==> src/rtl/irspt_pkg.sv <==
// ----------------------------------------------------------------------------
// irspt_pkg
// Shared types and constants of the infrared position tracker: field widths,
// command bytes, result kinds, register map and the per-cell control word.
// ----------------------------------------------------------------------------
package irspt_pkg;

  localparam int SENSORS  = 6;
  localparam int SAMPLE_W = 12;
  localparam int POS_W    = 3;
  localparam int CMD_W    = 8;
  localparam int KIND_W   = 2;

  localparam logic [CMD_W-1:0] CMD_RECAL = 8'h43;
  localparam logic [CMD_W-1:0] CMD_GET   = 8'h47;

  localparam logic [KIND_W-1:0] KIND_CHANGE = 2'd0;
  localparam logic [KIND_W-1:0] KIND_REPLY  = 2'd1;
  localparam logic [KIND_W-1:0] KIND_BAD    = 2'd2;

  localparam logic [POS_W-1:0] POS_NONE = 3'd0;
  localparam logic [POS_W-1:0] POS_MAX  = 3'd6;

  localparam logic [SAMPLE_W-1:0] THRESHOLD_RESET = 12'd100;

  // register word index, taken from paddr[2]
  localparam logic REG_DROP_THRESHOLD = 1'b0;

  typedef struct packed {
    logic clear;
    logic finish;
    logic accum;
    logic filter;
  } cell_ctl_t;

  typedef enum logic [1:0] {
    JOB_NONE  = 2'd0,
    JOB_CHECK = 2'd1,
    JOB_GET   = 2'd2,
    JOB_BAD   = 2'd3
  } job_t;

endpackage

==> src/rtl/ir_sensor_position_tracker_unit.sv <==
// A request passes the decision stage, then the result register; an output stall
// can hold it between them. Throughput: one request per cycle while in_stall is
// low; cells update their filters and the priority chain is combinational.
// Reset (rst, synchronous): levels and sums clear, calibration restarts,
// position is 0 and drop_threshold returns to 100.
// ----------------------------------------------------------------------------
// ir_sensor_position_tracker_unit
// Top level: request decode, calibration sequencing, chain of six sensor
// cells, position decision stage, result register and register port.
// ----------------------------------------------------------------------------
module ir_sensor_position_tracker_unit
  import irspt_pkg::*;
#(
  parameter int SAMPLE_COUNT = 16
) (
  input  logic                clk,
  input  logic                rst,
  input  logic                in_valid,
  output logic                in_stall,
  input  logic                op,
  input  logic [SAMPLE_W-1:0] sample_0,
  input  logic [SAMPLE_W-1:0] sample_1,
  input  logic [SAMPLE_W-1:0] sample_2,
  input  logic [SAMPLE_W-1:0] sample_3,
  input  logic [SAMPLE_W-1:0] sample_4,
  input  logic [SAMPLE_W-1:0] sample_5,
  input  logic [CMD_W-1:0]    command,
  output logic                out_valid,
  input  logic                out_stall,
  output logic [KIND_W-1:0]   kind,
  output logic [POS_W-1:0]    position,
  output logic [CMD_W-1:0]    bad_command,
  input  logic                psel,
  input  logic                penable,
  input  logic                pwrite,
  input  logic [2:0]          paddr,
  input  logic [31:0]         pwdata,
  output logic [31:0]         prdata,
  output logic                pready
);

  localparam int CNT_W = $clog2(SAMPLE_COUNT);
  localparam logic [CNT_W-1:0] CNT_LAST = CNT_W'(SAMPLE_COUNT - 1);

  logic [SAMPLE_W-1:0] drop_threshold;
  logic                calibrating;
  logic [CNT_W-1:0]    calib_count;
  logic [POS_W-1:0]    current_position;
  logic                p1_valid;
  job_t                p1_job;
  logic [CMD_W-1:0]    p1_cmd;
  job_t                job_next;
  logic                in_accept;
  logic                out_free;
  logic                advance;
  logic                calib_last;
  cell_ctl_t           ctl;
  logic [SAMPLE_W-1:0] samples [SENSORS];
  logic [POS_W-1:0]    pos_link [SENSORS+1];

  assign pready = 1'b1;
  assign prdata = (paddr[2] == REG_DROP_THRESHOLD) ? {20'd0, drop_threshold} : 32'd0;

  always_ff @(posedge clk) begin
    if (rst) begin
      drop_threshold <= THRESHOLD_RESET;
    end else if (psel && penable && pwrite && pready && paddr[2] == REG_DROP_THRESHOLD) begin
      drop_threshold <= pwdata[SAMPLE_W-1:0];
    end
  end

  assign out_free  = !out_valid || !out_stall;
  assign advance   = p1_valid && out_free;
  assign in_stall  = p1_valid && !out_free;
  assign in_accept = in_valid && !in_stall;
  assign calib_last = (calib_count == CNT_LAST);

  always_comb begin
    ctl      = '0;
    job_next = JOB_NONE;
    if (op) begin
      priority if (command == CMD_RECAL) begin
        ctl.clear = in_accept;
      end else if (command == CMD_GET) begin
        job_next = JOB_GET;
      end else begin
        job_next = JOB_BAD;
      end
    end else if (calibrating) begin
      ctl.finish = in_accept && calib_last;
      ctl.accum  = in_accept && !calib_last;
    end else begin
      ctl.filter = in_accept;
      job_next   = JOB_CHECK;
    end
  end

  always_ff @(posedge clk) begin
    if (rst) begin
      calibrating <= 1'b1;
      calib_count <= '0;
    end else if (ctl.clear) begin
      calibrating <= 1'b1;
      calib_count <= '0;
    end else if (ctl.finish) begin
      calibrating <= 1'b0;
      calib_count <= '0;
    end else if (ctl.accum) begin
      calib_count <= calib_count + CNT_W'(1);
    end
  end

  assign samples[0] = sample_0;
  assign samples[1] = sample_1;
  assign samples[2] = sample_2;
  assign samples[3] = sample_3;
  assign samples[4] = sample_4;
  assign samples[5] = sample_5;
  assign pos_link[SENSORS] = POS_NONE;

  for (genvar i = 0; i < SENSORS; i++) begin : g_cell
    irspt_cell #(
      .SAMPLE_COUNT(SAMPLE_COUNT),
      .INDEX       (i)
    ) u_cell (
      .clk      (clk),
      .rst      (rst),
      .ctl      (ctl),
      .sample   (samples[i]),
      .threshold(drop_threshold),
      .pos_in   (pos_link[i+1]),
      .pos_out  (pos_link[i])
    );
  end

  always_ff @(posedge clk) begin
    if (rst) begin
      p1_valid <= 1'b0;
    end else if (in_accept) begin
      p1_valid <= 1'b1;
    end else if (advance) begin
      p1_valid <= 1'b0;
    end
  end

  always_ff @(posedge clk) begin
    if (in_accept) begin
      p1_job <= job_next;
      p1_cmd <= command;
    end
  end

  always_ff @(posedge clk) begin
    if (rst) begin
      out_valid        <= 1'b0;
      current_position <= POS_NONE;
    end else if (advance) begin
      unique case (p1_job)
        JOB_CHECK: begin
          out_valid <= (pos_link[0] != current_position);
          if (pos_link[0] != current_position) begin
            current_position <= pos_link[0];
          end
        end
        JOB_GET: out_valid <= 1'b1;
        JOB_BAD: out_valid <= 1'b1;
        JOB_NONE: out_valid <= 1'b0;
        default: out_valid <= 1'b0;
      endcase
    end else if (out_free) begin
      out_valid <= 1'b0;
    end
  end

  always_ff @(posedge clk) begin
    if (advance) begin
      unique case (p1_job)
        JOB_CHECK: begin
          kind        <= KIND_CHANGE;
          position    <= pos_link[0];
          bad_command <= '0;
        end
        JOB_GET: begin
          kind        <= KIND_REPLY;
          position    <= current_position;
          bad_command <= '0;
        end
        JOB_BAD: begin
          kind        <= KIND_BAD;
          position    <= POS_NONE;
          bad_command <= p1_cmd;
        end
        JOB_NONE: ;
        default: ;
      endcase
    end
  end

`ifndef NO_ASSERTIONS
  a_stall_only_when_full: assert property (@(posedge clk) disable iff (rst)
    in_stall |-> (out_valid && out_stall))
    else $error("input stalled while result register free");

  a_idle_count_clear: assert property (@(posedge clk) disable iff (rst)
    !calibrating |-> (calib_count == '0))
    else $error("calibration count not clear outside calibration");

  a_position_range: assert property (@(posedge clk) disable iff (rst)
    current_position <= POS_MAX)
    else $error("position out of range");

  a_change_updates_position: assert property (@(posedge clk) disable iff (rst)
    (advance && p1_job == JOB_CHECK && pos_link[0] != current_position)
      |=> (current_position == position && out_valid))
    else $error("position change not reported");
`endif

endmodule

==> src/rtl/irspt_cell.sv <==
// ----------------------------------------------------------------------------
// irspt_cell
// One sensor slice: holds the smoothed level, ambient level and calibration
// sum, and passes the priority position on to its lower-numbered neighbour.
// ----------------------------------------------------------------------------
module irspt_cell
  import irspt_pkg::*;
#(
  parameter int SAMPLE_COUNT = 16,
  parameter int INDEX        = 0
) (
  input  logic                clk,
  input  logic                rst,
  input  cell_ctl_t           ctl,
  input  logic [SAMPLE_W-1:0] sample,
  input  logic [SAMPLE_W-1:0] threshold,
  input  logic [POS_W-1:0]    pos_in,
  output logic [POS_W-1:0]    pos_out
);

  localparam int LOG_N  = $clog2(SAMPLE_COUNT);
  localparam int SUM_W  = SAMPLE_W + LOG_N;
  localparam int DIFF_W = SAMPLE_W + 1;
  localparam int KC     = SUM_W + LOG_N;
  localparam int MC_W   = SUM_W + 2;
  localparam int PC_W   = KC + SAMPLE_W + 2;
  localparam int KF     = DIFF_W + LOG_N;
  localparam int MF_W   = DIFF_W + 2;
  localparam int PF_W   = KF + DIFF_W + 2;
  localparam longint unsigned MC_INT =
    ((64'd1 << KC) + 64'(SAMPLE_COUNT) - 64'd1) / 64'(SAMPLE_COUNT);
  localparam longint unsigned MF_INT =
    ((64'd1 << KF) + 64'(SAMPLE_COUNT) - 64'd1) / 64'(SAMPLE_COUNT);
  localparam logic [MC_W-1:0]   MC         = MC_W'(MC_INT);
  localparam logic [MF_W-1:0]   MF         = MF_W'(MF_INT);
  localparam logic [DIFF_W-1:0] N_LESS_ONE = DIFF_W'(SAMPLE_COUNT - 1);
  localparam logic [POS_W-1:0]  MY_POS     = POS_W'(INDEX + 1);

  logic [SUM_W-1:0]    calib_sum;
  logic [SUM_W-1:0]    calib_sum_next;
  logic [PC_W-1:0]     mean_prod;
  logic [SAMPLE_W-1:0] mean;
  logic [SAMPLE_W-1:0] smoothed;
  logic [SAMPLE_W-1:0] ambient;
  logic [SAMPLE_W-1:0] smoothed_next;
  logic [DIFF_W-1:0]   step_diff;
  logic [DIFF_W-1:0]   step_mag;
  logic [PF_W-1:0]     step_prod;
  logic [DIFF_W-1:0]   step_q;
  logic [DIFF_W-1:0]   step_delta;
  logic [DIFF_W-1:0]   drop;
  logic                covered;

  // truncated mean by reciprocal multiply, exact over the sum range
  assign calib_sum_next = calib_sum + SUM_W'(sample);
  assign mean_prod      = PC_W'(calib_sum_next) * PC_W'(MC);
  assign mean           = mean_prod[KC +: SAMPLE_W];

  // smoothed + floor((sample - smoothed) / N)
  assign step_diff     = {1'b0, sample} - {1'b0, smoothed};
  assign step_mag      = step_diff[DIFF_W-1] ? (N_LESS_ONE - step_diff) : step_diff;
  assign step_prod     = PF_W'(step_mag) * PF_W'(MF);
  assign step_q        = step_prod[KF +: DIFF_W];
  assign step_delta    = step_diff[DIFF_W-1] ? (DIFF_W'(0) - step_q) : step_q;
  assign smoothed_next = smoothed + step_delta[SAMPLE_W-1:0];

  assign drop    = {1'b0, ambient} - {1'b0, smoothed};
  assign covered = !drop[DIFF_W-1] && (drop[SAMPLE_W-1:0] >= threshold);
  assign pos_out = (pos_in != POS_NONE) ? pos_in : (covered ? MY_POS : POS_NONE);

  always_ff @(posedge clk) begin
    if (rst) begin
      calib_sum <= '0;
      smoothed  <= '0;
      ambient   <= '0;
    end else begin
      priority if (ctl.clear) begin
        calib_sum <= '0;
      end else if (ctl.finish) begin
        calib_sum <= '0;
        smoothed  <= mean;
        ambient   <= mean;
      end else if (ctl.accum) begin
        calib_sum <= calib_sum_next;
      end else if (ctl.filter) begin
        smoothed  <= smoothed_next;
      end
    end
  end

endmodule
==> config.mk <==
export PLATFORM = sky130hd
export DESIGN_NAME = ir_sensor_position_tracker_unit
export DESIGN_NICKNAME = d
export VERILOG_FILES = /design/src/rtl/irspt_pkg.sv /design/src/rtl/ir_sensor_position_tracker_unit.sv /design/src/rtl/irspt_cell.sv
export SDC_FILE = /design/constraint.sdc
export NUM_CORES = 1
export LEC_CHECK = 0
export ABC_AREA = 0
export ABC_CLOCK_PERIOD_IN_PS = 6100
export BUFFER_PORTS_ARGS = -buffer_cell sky130_fd_sc_hd__buf_2
export CORE_AREA = 4 4 222 224
export CTS_CLUSTER_SIZE = 12
export DETAILED_ROUTE_END_ITERATION = 12
export DIE_AREA = 0 0 226 228
export PLACE_DENSITY = 0.85
export SLEW_MARGIN = 20
export SYNTH_ARGS = -nofsm -noshare
export SYNTH_HDL_FRONTEND = slang
export SYNTH_SLANG_ARGS = --single-unit
==> constraint.sdc <==
create_clock -name clk -period 6.1 [get_ports clk]
set_clock_uncertainty 0.05 [all_clocks]
set_input_delay 0.61 -clock clk [delete_from_list [all_inputs] [get_ports clk]]
set_output_delay 0.61 -clock clk [all_outputs]
set_load 0.05 [all_outputs]
==> results_dict.tcl <==
set metrics [dict create \
    gp_congestion 0.935 \
    crit_type "flop to flop" \
    cts_hold_repair.buffers 0 \
    outcome "finished clean" \
    seq_power_share_pct 35.6 \
    async_flop_share_pct 0 \
    irDropWorstVdd_mv 0.209 \
    cp.required_ns 6.48 \
    synth_area_mm2 0.0268 \
    chipHeight_um 228 \
    combPwrFrac_pct 24.3 \
    clkPwrFrac_pct 40.1 \
    cp_slowest_stage_delay_ns 0.73 \
    die_area_mm2 0.0515 \
    slew_headroom_pct 24.4 \
    reg2reg_to "current_position[2]" \
    synth_top_area_share_pct 19.5 \
    critPathLaunchType "flop" \
    synth-edff-count 23 \
    crit_end "current_position[2]" \
    cellPowerDensity_mw_per_mm2 189 \
    drive_gt1_share_pct 7.81 \
    p_leak_nw 12.3 \
    finalSetupViolCount 0 \
    ys_ff_latch 285 \
    synth_area_leaders "dfxtp_1 20%, ha_1 17%, a21oi_1 6.5%" \
    p_int_mw 3.79 \
    antenna_left 0 \
    core_mm2 0.0473 \
    drtIter0Drc 1758 \
    cts_buffers 37 \
    antenna_found_initial 1 \
    diodes 0 \
    total_power_mw 5.50 \
    grt_overflow 0 \
    syn_to_final_growth_pct 8.52 \
    grt_usage_pct 25.2 \
    synth_ff_type "dfxtp_1" \
    routedWlPerCell_um 16.3 \
    rows 80 \
    reg2reg_from "g_cell[4].u_cell.smoothed[1]" \
    first_global_vias 22700 \
    yosysMostFrequentCell "nor2_1" \
    totalWireLength_um 68200 \
    synth_area_leader_cell "dfxtp_1" \
    design_area_mm2 0.0291 \
    viasPerCell 5.94 \
    drcViolationCount 0 \
    r2r_cells 23 \
    post-route-worst-setup-slack_ns 0.512 \
    h-tree-depth 2 \
    yosys_warnings 0 \
    avgSynthCellArea_um2 7.73 \
    slew_violations 0 \
    num-fill-cells 4134 \
    max_freq_ghz 0.179 \
    hold_class "input port to flop" \
    vias 24800 \
    cts_tree "done" \
    rsz0062_at_grt "false" \
    synth_common_cells "364 x nor2_1, 361 x ha_1, 352 x nand2_1" \
    cap_violations 0 \
    timing.final.crit_share_pct 91.6 \
    hold_violations 0 \
    dp_hpwl_um 50500 \
    cpMostUsedCell "o21ai_0" \
    fin_util_pct 61.5 \
    fin_crit_ns 5.59 \
    swShare_pct 31.1 \
    crit_start "g_cell[4].u_cell.smoothed[1]" \
    ys_types 94 \
    pin_count 171 \
    rrSetupSlack_ns 0.51 \
    cts_setup_buffers 0 \
    nNetsFinal 4038 \
    end_kind "flop" \
    cts.sinks 285 \
    critical_path.max_fanout 4 \
    cp.arrival_ns 5.97 \
    root_buffer "clkbuf_16" \
    dp_slack_ns 0.323 \
    initial_core_util_pct 56.7 \
    firstDrtPassIters 5 \
    synthesis.instances 3473 \
    seq_area_frac_synth_pct 22.1 \
    final.setup.tns_ns 0 \
    worst_slew_pin_slew_ns 1.13 \
    die_width_um 226 \
    p_sw_mw 1.71 \
    grt_pass1_wl_um 110000 \
    path_cells "inv_1, ha_1, nor2b_1, o21ai_0, a21boi_0, o21ai_0, a21boi_0, o21ai_0, nand2b_1, a21o_1, a21oi_1, o21ai_0, xor2_1, ha_1, nand4_1, nor2_1, a221oi_1, a211oi_1, nor2_1, o31ai_1, a31oi_1, o31ai_1, mux2_2" \
    slowest_stage "a211oi_1" \
    clock_latency_ns 0.55 \
    grt_max_degree 84 \
    cts.path.max_buffers 3 \
    path_clk_slew_ns 0.06 \
    numPortBuffers 127 \
    placed_cell_area_mm2 0.0279 \
]
state kept, by name (all words and copies together) (netlist names):
signal and count:
g_cell.u_cell.calib_sum 96, g_cell.u_cell.ambient 72, g_cell.u_cell.smoothed 72, drop_threshold 12
bad_command 8, p1_cmd 8, calib_count 4, current_position 3
position 3, kind 2, p1_job 2, calibrating 1
out_valid 1, p1_valid 1
through the flow:
step,hold slack [ns],instances
detailed placement,0.396,4112
global route,0.186,4176
floorplan,0.386,3492
finish,0.206,4176
CTS,0.173,4176
global placement,0.392,4112
repair_timing:
item	4_1_cts	5_1_grt
endpoints found under the hold margin	0	0
resized for setup	0	1
setup endpoints to repair	0	1
layout by cell type (no fill, tap or decap), types with 13 or more instances in the layout:
master,netlist,final
conb_1,2,21
nor2b_1,46,46
a221oi_1,40,40
o21ai_0,135,135
or3_1,34,34
a21boi_0,24,24
a21o_1,89,89
a211o_1,13,13
o21bai_1,32,32
inv_1,215,215
nand2b_1,43,42
nor3_1,81,81
o31ai_1,19,19
nand3_1,55,53
clkbuf_16,0,38
edfxtp_1,23,23
xor2_1,92,92
a211oi_1,61,60
buf_4,21,23
nand4_1,20,20
a21oi_1,351,351
buf_2,3,126
ha_1,361,361
and2_1,34,34
and3_1,34,32
o21a_1,27,27
nor2_1,364,364
a31oi_1,27,27
dfxtp_1,262,262
o21ai_1,27,27
nand2_1,352,351
or2_2,24,24
fa_1,18,18
xnor2_1,195,195
worst min-delay path by stage:
stage / startpoint / endpoint / slack, ns / cells past startpoint
after CTS: command[5] / p1_cmd[5] / 0.17 / 1
after global routing: command[6] / p1_cmd[6] / 0.19 / 1
after floorplan: g_cell[1].u_cell.ambient[11] / g_cell[1].u_cell.ambient[11] / 0.39 / 2
after global placement: drop_threshold[11] / drop_threshold[11] / 0.39 / 2
final: command[5] / p1_cmd[5] / 0.21 / 1
after detailed placement: drop_threshold[9] / drop_threshold[9] / 0.40 / 2
worst max-delay path, delay by kind of cell (launching register included):
family          cells  cell delay, ns
compound gates     13            3.06
xor+xnor            1            0.17
flops               1            0.45
simple gates        5            0.60
mux                 1            0.38
fa+ha+maj           2            0.59
buf+inv             1            0.14
power by group through the flow:
stage	clock (mW)	combinational, mW	sequential, mW
global placement	0	1.28	2.00
global route	2.32	1.49	1.96
finish	2.21	1.34	1.96
CTS	2.25	1.32	1.96
floorplan	0	1.03	2.01
detailed placement	0	1.31	2.00
metal layers:
metal | wire [um] | global-route usage [%] | up-vias
met2 | 31500 | 41.9 | 722
met1 | 30100 | 33.6 | 11500
li1 | - | - | 12500
met4 | 2170 | 8.63 | 0
met3 | 4460 | 3.36 | 137
met5 | 0 | 0 | -
kinds of logic after synthesis:
family | count (synthesis) | share of synthesized area [%]
flip-flops | 285 | 22.1
multiplexers | 22 | 0.867
XOR/XNOR | 291 | 9.66
other | 2 | 0.0280
AO/OA/AOI/OAI | 982 | 23.8
buffers and inverters | 359 | 5.39
AND/OR/NAND/NOR | 1153 | 20.0
adder cells (fa/ha/maj) | 379 | 18.2
cell type report:
| class | count | area, um^2 | area share (%) |
|---|---|---|---|
| Multi-Input combinational cell | 2848 | 19600 | 67.3 |
| Sequential cell | 285 | 5940 | 20.4 |
| Clock buffer | 54 | 1100 | 3.78 |
| Inverter | 215 | 807 | 2.77 |
| Timing Repair Buffer | 149 | 803 | 2.76 |
| Tap cell | 615 | 769 | 2.64 |
| Clock inverter | 10 | 120 | 0.412 |
Power figures use the tool's default switching activity.
